[src/rtl/core/cdsr_pkg.sv]
// Shared types and constants of the character display shadow refresh unit.
package cdsr_pkg;

    localparam logic [2:0] OP_PRINT   = 3'd0;
    localparam logic [2:0] OP_CLEAR   = 3'd1;
    localparam logic [2:0] OP_SET_CUR = 3'd2;
    localparam logic [2:0] OP_REF_CHG = 3'd3;
    localparam logic [2:0] OP_REF_ALL = 3'd4;

    localparam logic CMD_MOVE  = 1'b0;
    localparam logic CMD_WRITE = 1'b1;

    localparam logic [7:0] SPACE_CHAR = 8'h20;

    typedef struct packed {
        logic [2:0] operation;
        logic [7:0] char_code;
        logic [7:0] col_request;
        logic [7:0] row_request;
    } t_req;

    typedef struct packed {
        logic       command;
        logic [3:0] out_column;
        logic       out_row;
        logic [7:0] out_char;
        logic       cursor_invalid;
        logic       last;
    } t_result;

    // Write and clear controls into the grid store.
    typedef struct packed {
        logic pend_we;
        logic pend_clr;
        logic shown_we;
    } t_grid_ctl;

    // Per-cell decision of the compare unit.
    typedef struct packed {
        logic skip;
        logic need_move;
    } t_cell_dec;

endpackage

[src/rtl/core/cdsr_grid_store.sv]
// Pending and shown character grids with per-cell valid bits and registered reads.
module cdsr_grid_store
    import cdsr_pkg::*;
#(
    parameter int CELLS = 32,
    parameter int AW    = 5
) (
    input  logic          i_clk,
    input  logic          i_rst_n,
    input  t_grid_ctl     i_ctl,
    input  logic [AW-1:0] i_pend_waddr,
    input  logic [7:0]    i_pend_wdata,
    input  logic [AW-1:0] i_shown_waddr,
    input  logic [7:0]    i_shown_wdata,
    input  logic [AW-1:0] i_raddr,
    output logic [7:0]    o_pend_char,
    output logic [7:0]    o_shown_char
);

    logic [7:0]       r_pend_mem  [CELLS];
    logic [7:0]       r_shown_mem [CELLS];
    logic [CELLS-1:0] r_pend_vld;
    logic [CELLS-1:0] r_shown_vld;
    logic [7:0]       r_pend_q;
    logic [7:0]       r_shown_q;
    logic             r_pend_vq;
    logic             r_shown_vq;

    always_ff @(posedge i_clk) begin
        if (i_ctl.pend_we) begin
            r_pend_mem[i_pend_waddr] <= i_pend_wdata;
        end
        if (i_ctl.shown_we) begin
            r_shown_mem[i_shown_waddr] <= i_shown_wdata;
        end
        r_pend_q  <= r_pend_mem[i_raddr];
        r_shown_q <= r_shown_mem[i_raddr];
    end

    // A cell unwritten since reset (pending: since a clear) reads as a space.
    always_ff @(posedge i_clk) begin
        if (!i_rst_n) begin
            r_pend_vld  <= '0;
            r_shown_vld <= '0;
            r_pend_vq   <= 1'b0;
            r_shown_vq  <= 1'b0;
        end else begin
            if (i_ctl.pend_clr) begin
                r_pend_vld <= '0;
            end else if (i_ctl.pend_we) begin
                r_pend_vld[i_pend_waddr] <= 1'b1;
            end
            if (i_ctl.shown_we) begin
                r_shown_vld[i_shown_waddr] <= 1'b1;
            end
            r_pend_vq  <= r_pend_vld[i_raddr];
            r_shown_vq <= r_shown_vld[i_raddr];
        end
    end

    assign o_pend_char  = r_pend_vq  ? r_pend_q  : SPACE_CHAR;
    assign o_shown_char = r_shown_vq ? r_shown_q : SPACE_CHAR;

endmodule

[src/rtl/core/cdsr_cell_unit.sv]
// Shared per-cell compare unit that decides skip and move for one grid cell.
module cdsr_cell_unit
    import cdsr_pkg::*;
(
    input  logic [7:0] i_pend_char,
    input  logic [7:0] i_shown_char,
    input  logic       i_all,
    input  logic       i_after_skip,
    input  logic       i_col_zero,
    output t_cell_dec  o_dec
);

    always_comb begin
        o_dec.skip      = !i_all && (i_pend_char == i_shown_char);
        o_dec.need_move = i_col_zero || (!i_all && i_after_skip);
    end

endmodule

[src/rtl/core/char_display_shadow_refresh_unit.sv]
// Top level of the character display shadow refresh unit.
// Print, clear and set-cursor requests finish in the cycle they are accepted; busy stays low.
// A refresh keeps busy high while it walks every cell, through each move and its write, and
// through the final move. Results come at most one per cycle; skips add gaps.
// Synchronous active-low reset: grids read as spaces, cursor at 0,0 and valid, block idle.
module char_display_shadow_refresh_unit
    import cdsr_pkg::*;
#(
    parameter int GRID_COLS = 16,
    parameter int GRID_ROWS = 2
) (
    input  logic    i_clk,
    input  logic    i_rst_n,
    input  logic    start,
    input  t_req    i_req,
    output logic    busy,
    output logic    o_strobe,
    output t_result o_result
);

    localparam int CELLS = GRID_COLS * GRID_ROWS;
    localparam int AW    = $clog2(CELLS);
    localparam int COL_W = $clog2(GRID_COLS);
    localparam int ROW_W = (GRID_ROWS > 1) ? $clog2(GRID_ROWS) : 1;

    typedef enum logic [1:0] {
        S_IDLE,
        S_EVAL,
        S_WRITE,
        S_FINAL
    } t_state;

    t_state r_state, n_state;

    // Text cursor: flat cell index plus column and row, kept in step to avoid a divide.
    logic [AW-1:0]    r_cur_idx, n_cur_idx;
    logic [COL_W-1:0] r_cur_col, n_cur_col;
    logic [ROW_W-1:0] r_cur_row, n_cur_row;
    logic             r_bad, n_bad;

    // Refresh walk position.
    logic [AW-1:0]    r_cell, n_cell;
    logic [COL_W-1:0] r_col, n_col;
    logic [ROW_W-1:0] r_row, n_row;
    logic             r_all, n_all;
    logic             r_after_skip, n_after_skip;

    logic             r_strobe, n_strobe;
    t_result          r_result, n_result;

    t_grid_ctl        grid_ctl;
    logic [7:0]       pend_char;
    logic [7:0]       shown_char;
    t_cell_dec        dec;
    logic             accept;
    logic             last_cell;
    logic [COL_W-1:0] req_col;
    logic [ROW_W-1:0] req_row;
    logic [7:0]       walk_col8;
    logic [7:0]       walk_row8;
    logic [7:0]       cur_col8;
    logic [7:0]       cur_row8;

    // The read address follows the next walk position, so the registered read data
    // always belongs to the cell held in r_cell.
    cdsr_grid_store #(
        .CELLS(CELLS),
        .AW   (AW)
    ) u_grid (
        .i_clk        (i_clk),
        .i_rst_n      (i_rst_n),
        .i_ctl        (grid_ctl),
        .i_pend_waddr (r_cur_idx),
        .i_pend_wdata (i_req.char_code),
        .i_shown_waddr(r_cell),
        .i_shown_wdata(pend_char),
        .i_raddr      (n_cell),
        .o_pend_char  (pend_char),
        .o_shown_char (shown_char)
    );

    cdsr_cell_unit u_cell (
        .i_pend_char (pend_char),
        .i_shown_char(shown_char),
        .i_all       (r_all),
        .i_after_skip(r_after_skip),
        .i_col_zero  (r_col == '0),
        .o_dec       (dec)
    );

    assign busy      = (r_state != S_IDLE);
    assign accept    = start && !busy;
    assign last_cell = (r_cell == AW'(CELLS - 1));
    assign req_col   = i_req.col_request[COL_W-1:0];
    assign req_row   = ROW_W'(i_req.row_request);
    assign walk_col8 = 8'(r_col);
    assign walk_row8 = 8'(r_row);
    assign cur_col8  = 8'(r_cur_col);
    assign cur_row8  = 8'(r_cur_row);

    always_comb begin
        n_state      = r_state;
        n_cur_idx    = r_cur_idx;
        n_cur_col    = r_cur_col;
        n_cur_row    = r_cur_row;
        n_bad        = r_bad;
        n_cell       = r_cell;
        n_col        = r_col;
        n_row        = r_row;
        n_all        = r_all;
        n_after_skip = r_after_skip;
        n_strobe     = 1'b0;
        n_result     = '0;
        grid_ctl     = '0;

        case (r_state)
            S_IDLE: begin
                n_cell = '0;
                n_col  = '0;
                n_row  = '0;
                if (accept) begin
                    case (i_req.operation)
                        OP_PRINT: begin
                            // An invalid cursor swallows the print; the last column
                            // invalidates the cursor instead of wrapping.
                            if (!r_bad) begin
                                grid_ctl.pend_we = 1'b1;
                                if (r_cur_col == COL_W'(GRID_COLS - 1)) begin
                                    n_cur_idx = '0;
                                    n_cur_col = '0;
                                    n_cur_row = '0;
                                    n_bad     = 1'b1;
                                end else begin
                                    n_cur_idx = r_cur_idx + AW'(1);
                                    n_cur_col = r_cur_col + COL_W'(1);
                                end
                            end
                        end
                        OP_CLEAR: begin
                            grid_ctl.pend_clr = 1'b1;
                            n_cur_idx = '0;
                            n_cur_col = '0;
                            n_cur_row = '0;
                            n_bad     = 1'b0;
                        end
                        OP_SET_CUR: begin
                            if ((32'(i_req.col_request) >= GRID_COLS) ||
                                (32'(i_req.row_request) >= GRID_ROWS)) begin
                                n_cur_idx = '0;
                                n_cur_col = '0;
                                n_cur_row = '0;
                                n_bad     = 1'b1;
                            end else begin
                                n_cur_idx = AW'(32'(req_row) * GRID_COLS + 32'(req_col));
                                n_cur_col = req_col;
                                n_cur_row = req_row;
                                n_bad     = 1'b0;
                            end
                        end
                        OP_REF_CHG, OP_REF_ALL: begin
                            n_all        = (i_req.operation == OP_REF_ALL);
                            n_after_skip = 1'b1;
                            n_state      = S_EVAL;
                        end
                        default: begin
                        end
                    endcase
                end
            end

            S_EVAL, S_WRITE: begin
                if (r_state == S_EVAL && dec.skip) begin
                    n_after_skip = 1'b1;
                end else if (r_state == S_EVAL && dec.need_move) begin
                    // Move to this cell first; the write follows next cycle.
                    n_strobe            = 1'b1;
                    n_result.command    = CMD_MOVE;
                    n_result.out_column = walk_col8[3:0];
                    n_result.out_row    = walk_row8[0];
                    n_state             = S_WRITE;
                end else begin
                    n_strobe          = 1'b1;
                    n_result.command  = CMD_WRITE;
                    n_result.out_char = pend_char;
                    grid_ctl.shown_we = 1'b1;
                    n_after_skip      = 1'b0;
                    n_state           = S_EVAL;
                end

                // Step to the next cell unless a move is waiting for its write.
                if (n_state == S_EVAL) begin
                    if (last_cell) begin
                        n_cell  = '0;
                        n_col   = '0;
                        n_row   = '0;
                        n_state = S_FINAL;
                    end else begin
                        n_cell = r_cell + AW'(1);
                        if (r_col == COL_W'(GRID_COLS - 1)) begin
                            n_col = '0;
                            n_row = r_row + ROW_W'(1);
                        end else begin
                            n_col = r_col + COL_W'(1);
                        end
                    end
                end
            end

            S_FINAL: begin
                // Park the display cursor on the text cursor; an invalid cursor is flagged.
                n_strobe                = 1'b1;
                n_result.command        = CMD_MOVE;
                n_result.last           = 1'b1;
                n_result.cursor_invalid = r_bad;
                if (!r_bad) begin
                    n_result.out_column = cur_col8[3:0];
                    n_result.out_row    = cur_row8[0];
                end
                n_state = S_IDLE;
            end

            default: begin
                n_state = S_IDLE;
            end
        endcase
    end

    always_ff @(posedge i_clk) begin
        if (!i_rst_n) begin
            r_state      <= S_IDLE;
            r_cur_idx    <= '0;
            r_cur_col    <= '0;
            r_cur_row    <= '0;
            r_bad        <= 1'b0;
            r_cell       <= '0;
            r_col        <= '0;
            r_row        <= '0;
            r_all        <= 1'b0;
            r_after_skip <= 1'b1;
            r_strobe     <= 1'b0;
        end else begin
            r_state      <= n_state;
            r_cur_idx    <= n_cur_idx;
            r_cur_col    <= n_cur_col;
            r_cur_row    <= n_cur_row;
            r_bad        <= n_bad;
            r_cell       <= n_cell;
            r_col        <= n_col;
            r_row        <= n_row;
            r_all        <= n_all;
            r_after_skip <= n_after_skip;
            r_strobe     <= n_strobe;
        end
        r_result <= n_result;
    end

    assign o_strobe = r_strobe;
    assign o_result = r_result;

    // Every refresh ends in exactly one final move marked last.
    a_final_last: assert property (@(posedge i_clk) disable iff (!i_rst_n)
        (r_state == S_FINAL) |=> (o_strobe && o_result.last))
        else $error("final state did not deliver a last command");

    // Only the final move may carry the invalid cursor flag.
    a_inval_last: assert property (@(posedge i_clk) disable iff (!i_rst_n)
        (o_strobe && o_result.cursor_invalid) |-> (o_result.last &&
        o_result.command == CMD_MOVE))
        else $error("invalid cursor flag outside the final move");

    // An invalid cursor always sits at cell zero.
    a_bad_home: assert property (@(posedge i_clk) disable iff (!i_rst_n)
        r_bad |-> (r_cur_idx == '0 && r_cur_col == '0 && r_cur_row == '0))
        else $error("invalid cursor not parked at zero");

    // A move to a cell is always followed by the write of that cell.
    a_move_write: assert property (@(posedge i_clk) disable iff (!i_rst_n)
        (r_state == S_WRITE) |=> (o_strobe && o_result.command == CMD_WRITE))
        else $error("move command not followed by a write");

    // An accepted refresh request makes the block busy.
    a_ref_busy: assert property (@(posedge i_clk) disable iff (!i_rst_n)
        (accept && (i_req.operation == OP_REF_CHG || i_req.operation == OP_REF_ALL))
        |=> busy)
        else $error("refresh request did not start a walk");

endmodule

[config.mk]
export PLATFORM = sky130hd
export DESIGN_NAME = char_display_shadow_refresh_unit
export DESIGN_NICKNAME = d
export VERILOG_FILES = /design/src/rtl/core/cdsr_pkg.sv /design/src/rtl/core/cdsr_grid_store.sv /design/src/rtl/core/cdsr_cell_unit.sv /design/src/rtl/core/char_display_shadow_refresh_unit.sv
export SDC_FILE = /design/constraint.sdc
export NUM_CORES = 1
export LEC_CHECK = 0
export BUFFER_PORTS_ARGS = -buffer_cell sky130_fd_sc_hd__buf_2
export CAP_MARGIN = 5
export CORE_MARGIN = 10
export CORE_UTILIZATION = 45
export CTS_CLUSTER_DIAMETER = 150
export CTS_CLUSTER_SIZE = 30
export DETAILED_ROUTE_END_ITERATION = 10
export PLACE_DENSITY_LB_ADDON = 0.15
export RECOVER_POWER = 25
export SLEW_MARGIN = 0
export SYNTH_ARGS = -nofsm -noshare
export SYNTH_HDL_FRONTEND = slang
export SYNTH_HIERARCHICAL = 1
export SYNTH_SLANG_ARGS = --single-unit
[constraint.sdc]
create_clock -name i_clk -period 4.44 [get_ports i_clk]
set_input_delay 0.888 -clock i_clk [delete_from_list [all_inputs] [get_ports i_clk]]
set_output_delay 0.888 -clock i_clk [all_outputs]
set_load 0.01 [all_outputs]
==> results of run 1 <==
cell type report:
type,instances,area (um^2),area share [%]
clock buffers,44,696.9,2.547
inverters,10,37.54,0.1372
well taps,748,935.9,3.421
clock inverters,2,38.79,0.1418
flip-flops and latches,636,17860,65.27
multi-input cells,630,6788,24.81
repair buffers,140,1003,3.668
repair_timing:
action                     4_1_cts  5_1_grt
gates resized for setup          0        1
hold buffers                     0        0
setup endpoints to repair        0        1
final timing paths:
path / slack [ns] / to / cells past startpoint / startpoint
worst min-delay path: 0.47 / u_grid/r_shown_vld[22]$_SDFFE_PN0P_ / 1 / u_grid/r_shown_vld[22]$_SDFFE_PN0P_
worst max register to register: 0.31 / u_grid/r_pend_q[7]$_DFF_P_ / 14 / u_grid/r_pend_vq$_SDFF_PN0_
worst max-delay path: 0.31 / u_grid/r_pend_q[7]$_DFF_P_ / 14 / u_grid/r_pend_vq$_SDFF_PN0_
worst min register to register: 0.47 / u_grid/r_shown_vld[22]$_SDFFE_PN0P_ / 1 / u_grid/r_shown_vld[22]$_SDFFE_PN0P_
kinds of logic (layout without fill, tap and decap cells):
kind of cell | Yosys count | count (layout) | synth area share (%)
fa+ha+maj | 10 | 10 | 0.4987
simple gates | 213 | 213 | 4.648
flops | 636 | 636 | 71.18
mux | 216 | 216 | 15.86
xor+xnor | 12 | 12 | 0.4189
compound gates | 179 | 179 | 5.491
buf+inv | 83 | 196 | 1.900
cells in the final DEF, fill, tap and decap left out, types with 25 or more instances in the layout:
master     instances
dfxtp_1          124
o21a_1            69
buf_2             39
buf_4             84
clkbuf_16         25
edfxtp_1         512
clkbuf_1          29
nor2_1            81
mux4_2           145
mux2i_1           68
sequential cells by signal, summed over array words and instances (netlist names), 5 cells and up:
register / count
r_cur_idx: 5
u_grid/r_pend_mem: 256
u_grid/r_shown_q: 8
u_grid/r_pend_vld: 32
u_grid/r_shown_mem: 256
r_cell: 5
u_grid/r_pend_q: 8
o_result: 16
u_grid/r_shown_vld: 32
per-stage QoR:
step	std cells	utilization, %
floorplan	1349	-
global placement	2164	48.24
detailed placement	2164	48.24
CTS	2210	49.58
global route	2210	49.56
finish	2210	49.56
worst register-to-register path, cell delays in order (launching register included):
cell	delay [ns]
dfxtp_1	0.43
and2_1	0.19
xnor2_1	0.13
nand3_1	0.15
nor4_4	0.35
buf_4	0.22
o21a_1	0.13
nand2_1	0.11
and3_1	0.21
or3_4	0.55
buf_12	0.27
mux4_2	0.44
mux2i_1	0.42
a22o_1	0.31
a221oi_1	0.07
per-layer routing:
metal / vias up / wire length (um)
met5: - / 0
met4: 0 / 671
met3: 36 / 2205
met2: 244 / 25230
met1: 6662 / 26700
li1: 5620 / -
power by group through the flow:
stage                     Combinational, mW  Clock [mW]  Sequential, mW
after floorplan                        2.92           0            6.79
after global placement                 3.91           0            6.83
after detailed placement               3.93           0            6.83
after CTS                              3.94        2.93            6.70
after global routing                   4.16        3.14            6.72
final                                  3.86        2.84            6.70
==> impl_metrics.tcl, run 1 <==
set metrics [dict create \
    finalCriticalPeriod_ns 4.128 \
    ys_ff_latch 636 \
    power_per_cell_area_nw_per_um2 489.7 \
    syn_to_final_growth_pct 9.047 \
    first_global_vias 12650 \
    global_route_wire_length_before_repair_um 82520 \
    status "finished, violations left" \
    core_area_um2 55200 \
    detailedRoute.firstIterationViolations 1184 \
    hold_path_class "flop to flop" \
    antennaDiodeCount 0 \
    weighted_congestion_at_the_end_of_routability_driven_global_placement 0.8136 \
    routedWlPerCell_um 24.80 \
    grt-ovfl-total 0 \
    syn_inst 1349 \
    design_power_total_mw 13.40 \
    detailroute.via_count 12560 \
    num_io_pins 48 \
    maxSlewHeadroom_pct -20.82 \
    clock_tree_from_tritoncts "yes" \
    route.detailed.vias_per_inst 5.684 \
    cell_internal_pwr_mw 9.538 \
    rsz0062_at_grt "false" \
    power.share.combinational_pct 28.8 \
    site_rows 86 \
    global_route.peak_usage_layer "met2" \
    floorplan.initialDensity_pct 45.45 \
    cp_top_family "simple AND/OR/NAND/NOR gates" \
    p_leak_nw 8.396 \
    yosys_warnings 6 \
    post_route_cells_drive_above_1_share_pct 22.50 \
    max_clock_skew_ns 0.03201 \
    synth_nets 1389 \
    async_reset_ff_share_pct 0 \
    placement.cell_area_um2 26630 \
    synth.distinct_cells 72 \
    final_area_um2 27360 \
    postLayoutSetupSlackWorst_ns 0.3119 \
    final_antenna_net_count 0 \
    clock_sink_count 636 \
    die_extent_in_y_um 256.1 \
    sw_frac_of_total_pct 28.80 \
    cp.arrival_ns 4.58 \
    min_period_over_period_pct 92.98 \
    timing.fmax_ghz 0.2422 \
    cts_setup_buffers 0 \
    endpoint_class_of_the_critical_path "flop" \
    cts_max_level 1 \
    clock_power_share_pct 21.2 \
    synth_top_cells_by_count "edfxtp_1 (512), mux4_2 (145), dfxtp_1 (124)" \
    drcViolationCount 0 \
    crit_required_ns 4.90 \
    total_switching_power_mw 3.858 \
    synth_edf_count 512 \
    finalSetupViolCount 0 \
    clk-insertion-delay-late_ns 0.60 \
    critPathBufInv 2 \
    failed_checks "capacitance limit, slew limit" \
    grt_max_degree 65 \
    post-place-ws_ns 0.2591 \
    worstSetupStartpointType "flop" \
    cts_max_path_buffers 3 \
    ctsRootBufferMaster "clkbuf_16" \
    die_area_um2 65590 \
    max_cap_viol_count 10 \
    die_width_um 256.1 \
    syn_area_um2 25090 \
    synth_top_cell_area_share_pct 61.28 \
    worst_setup_path_type "flop to flop" \
    p_seq_share_pct 50.0 \
    place.detailed.hpwl_um 35130 \
    setup-tns-final_ns 0 \
    groute.usage.overall_pct 16.38 \
    irDropWorstVdd_mv 0.5136 \
    slowest_delay_ns 0.55 \
    post_synth.cell_area_avg_um2 18.60 \
    crit_path_cell_trace "and2_1, xnor2_1, nand3_1, nor4_4, buf_4, o21a_1, nand2_1, and3_1, or3_4, buf_12, mux4_2, mux2i_1, a22o_1, a221oi_1" \
    design.final.nets 1483 \
    synth_most_common_cell "edfxtp_1" \
    port_buffers 47 \
    grt_antenna_before_repair 0 \
    filler_cell_count 4507 \
    synth_top_cells_by_area "edfxtp_1 (61%), mux4_2 (13%), dfxtp_1 (9.9%)" \
    worst_slew_pin_slew_ns 1.812 \
    cts_buffers 25 \
    cp_slowest_cell "or3_4" \
    yosysSeqAreaShare_pct 71.18 \
    critPathMaxFanout 64 \
    grt.met3_usage_pct 1.685 \
    finalHoldViolCount 0 \
    clkTransAtPathRegs_ns 0.11 \
    met1_layer_usage_reported_by_global_route_pct 24.98 \
    worst_hold_slack_ns 0.4743 \
    max_slew_violation_count 332 \
    route.final.wire_length_um 54810 \
    yosys.area.top_type "edfxtp_1" \
    first_pass_iters 5 \
    global_route.usage.met2_pct 25.35 \
    postSynth.topFlopCell "edfxtp_1" \
]
(Power assumes the default switching activity.)
==> inputs of run 2 (changes only) <==
--- a/config.mk
+++ b/config.mk
@@ -14,6 +14,7 @@
 export DETAILED_ROUTE_END_ITERATION = 10
 export PLACE_DENSITY_LB_ADDON = 0.15
 export RECOVER_POWER = 25
+export SKIP_LAST_GASP = 1
 export SLEW_MARGIN = 0
 export SYNTH_ARGS = -nofsm -noshare
 export SYNTH_HDL_FRONTEND = slang
==> constraint.sdc (replaced) <==
create_clock -name i_clk -period 3.8 [get_ports i_clk]
set_input_delay 0.76 -clock i_clk [delete_from_list [all_inputs] [get_ports i_clk]]
set_output_delay 0.76 -clock i_clk [all_outputs]
set_load 0.01 [all_outputs]
==> impl_metrics.tcl, run 2 (same netlist as run 1, synthesis figures left out) <==
set metrics [dict create \
    grt_max_degree 49 \
    layout_top_registers "u_grid/r_pend_mem (256), u_grid/r_shown_mem (256)" \
    global_route.peak_usage_layer "met2" \
    crit_path_cell_trace "nand2b_1, xnor2_1, nand4_1, nor4_2, buf_4, o21ai_1, buf_4, and2_1, nand3_1, nor2_1" \
    die_extent_in_y_um 256.1 \
    post-place-ws_ns 0.02810 \
    rsz0062_at_grt "true" \
    die_width_um 256.1 \
    global_route.usage.met2_pct 26.38 \
    design.final.nets 1537 \
    final_antenna_net_count 0 \
    fraction_of_the_core_area_covered_by_cells_at_the_end_of_the_flow_pct 50.76 \
    global_route_wire_length_before_repair_um 84270 \
    core_area_um2 55200 \
    max_slew_violation_count 232 \
    cp.arrival_ns 3.84 \
    worstSetupStartpointType "flop" \
    routedWlPerCell_um 24.76 \
    max_cap_viol_count 7 \
    finalSetupViolCount 0 \
    place.detailed.hpwl_um 36360 \
    die_area_um2 65590 \
    worst_slew_pin_slew_ns 1.598 \
    syn_to_final_growth_pct 11.69 \
    worstHoldPathCells 3 \
    cts-hold-fix-buffers 0 \
    slowest_delay_ns 1.02 \
    reg2regPathDepth 10 \
    maxSlewHeadroom_pct -6.561 \
    grt.met3_usage_pct 2.415 \
    min_period_over_period_pct 95.00 \
    drcViolationCount 0 \
    worst_reg2reg_setup_slack_ns 0.19 \
    fin_cells 2267 \
    detailroute.via_count 12740 \
    floorplan.initialDensity_pct 45.45 \
    critPathMostFrequentCell "buf_4" \
    hold_path_class "input port to flop" \
    endpoint_class_of_the_critical_path "flop" \
    status "finished, violations left" \
    finalHoldViolCount 0 \
    num_io_pins 48 \
    post_route_cells_drive_above_1_share_pct 26.45 \
    worst_setup_path_type "flop to flop" \
    grt_antenna_before_repair 1 \
    placed_cells 2196 \
    timing.fmax_ghz 0.2770 \
    port_buffers 47 \
    cts_max_path_buffers 3 \
    mostFrequentLayoutCell "edfxtp_1" \
    cts_max_level 1 \
    grt-ovfl-total 0 \
    worst_hold_startpoint "i_req[8]" \
    power_per_cell_area_nw_per_um2 585.3 \
    met1_layer_usage_reported_by_global_route_pct 24.91 \
    irDropWorstVdd_mv 0.4167 \
    route.final.wire_length_um 56140 \
    timing.rr.start "u_grid/r_pend_q[5]$_DFF_P_" \
    clkTransAtPathRegs_ns 0.12 \
    placement.cell_area_um2 26970 \
    cts_buffers 25 \
    min_delay_worst_endpoint "r_cur_col[0]$_SDFFE_PN0P_" \
    design_power_total_mw 16.40 \
    final_area_um2 28020 \
    clock_tree_from_tritoncts "yes" \
    layout.cells.most_common_list "edfxtp_1 (512), mux4_2 (145), buf_4 (127)" \
    first_pass_iters 4 \
    clk-insertion-delay-late_ns 0.60 \
    ctsRootBufferMaster "clkbuf_16" \
    clock_sink_count 636 \
    first_global_vias 13060 \
    worst_r2r_endpoint "u_grid/r_shown_mem[11][5]$_DFFE_PP_" \
    p_leak_nw 8.743 \
    failed_checks "capacitance limit, slew limit" \
    site_rows 86 \
    postLayoutSetupSlackWorst_ns 0.1898 \
    weighted_congestion_at_the_end_of_routability_driven_global_placement 0.7982 \
    cp_slowest_cell "nor2_1" \
    max_clock_skew_ns 0.03043 \
    critPathMaxFanout 9 \
    detailedRoute.firstIterationViolations 1193 \
    finalCriticalPeriod_ns 3.610 \
    crit_required_ns 4.03 \
    route.detailed.vias_per_inst 5.620 \
    groute.usage.overall_pct 16.78 \
]
[run 2: cell types whose count changed in the layout (fill, tap and decap cells not counted), sizes merged]
cell and delta:
buf +53, clkbuf +1, diode +3
[run 2: cell type report]
class	count	area, um^2
Multi-Input combinational cell	630	6862
Clock inverter	2	38.79
Antenna cell	3	7.507
Sequential cell	636	17860
Timing Repair Buffer	194	1579
Inverter	10	37.54
Fill cell	4504	27180
Clock buffer	44	696.9
Tap cell	748	935.9
[run 2: through the flow]
step / setup TNS [ns] / hold WS [ns]
after floorplan: 0 / 0.4354
after global placement: -0.01486 / 0.4418
after detailed placement: 0 / 0.4531
after CTS: 0 / 0.3865
after global routing: -0.02226 / 0.4130
final: 0 / 0.4182
[run 2: worst max-delay path by stage]
stage          slack (ns)  cells after the start                             endpoint                         from
2_1_floorplan        0.01                     15          u_grid/r_pend_vq$_SDFF_PN0_  u_grid/r_pend_vq$_SDFF_PN0_
3_3_place_gp        -0.01                     14          u_grid/r_shown_q[1]$_DFF_P_  u_grid/r_pend_vq$_SDFF_PN0_
3_5_place_dp         0.03                     14          u_grid/r_shown_q[1]$_DFF_P_  u_grid/r_pend_vq$_SDFF_PN0_
4_1_cts              0.03                     15           u_grid/r_pend_q[7]$_DFF_P_  u_grid/r_pend_vq$_SDFF_PN0_
5_1_grt             -0.01                     15           u_grid/r_pend_q[7]$_DFF_P_  u_grid/r_pend_vq$_SDFF_PN0_
6_report             0.19                     10  u_grid/r_shown_mem[11][5]$_DFFE_PP_   u_grid/r_pend_q[5]$_DFF_P_
[run 2: critical path, delay by kind of cell, from the launching register on]
family | cells | cell delay (ns)
flip-flops | 1 | 0.35
AND/OR/NAND/NOR | 6 | 2.04
XOR/XNOR | 1 | 0.15
AO/OA/AOI/OAI | 1 | 0.27
buffers and inverters | 2 | 0.41
[run 2: metal layers]
layer	share of wire (%)	up-vias
met4	1.2	0
met2	47	297
li1	-	5728
met1	47	6674
met5	0	-
met3	5.2	41
[run 2: timing repair]
item                       CTS  global route
cloned                       0             2
gates resized for setup      1            23
pin swaps                    0             2
buffers inserted             0            20
setup endpoints to repair    1            39
[run 2: power breakdown]
part / internal, mW / switching [mW]
clock: 1.29 / 2.02
sequential: 7.70 / 0.127
combinational: 2.77 / 2.50
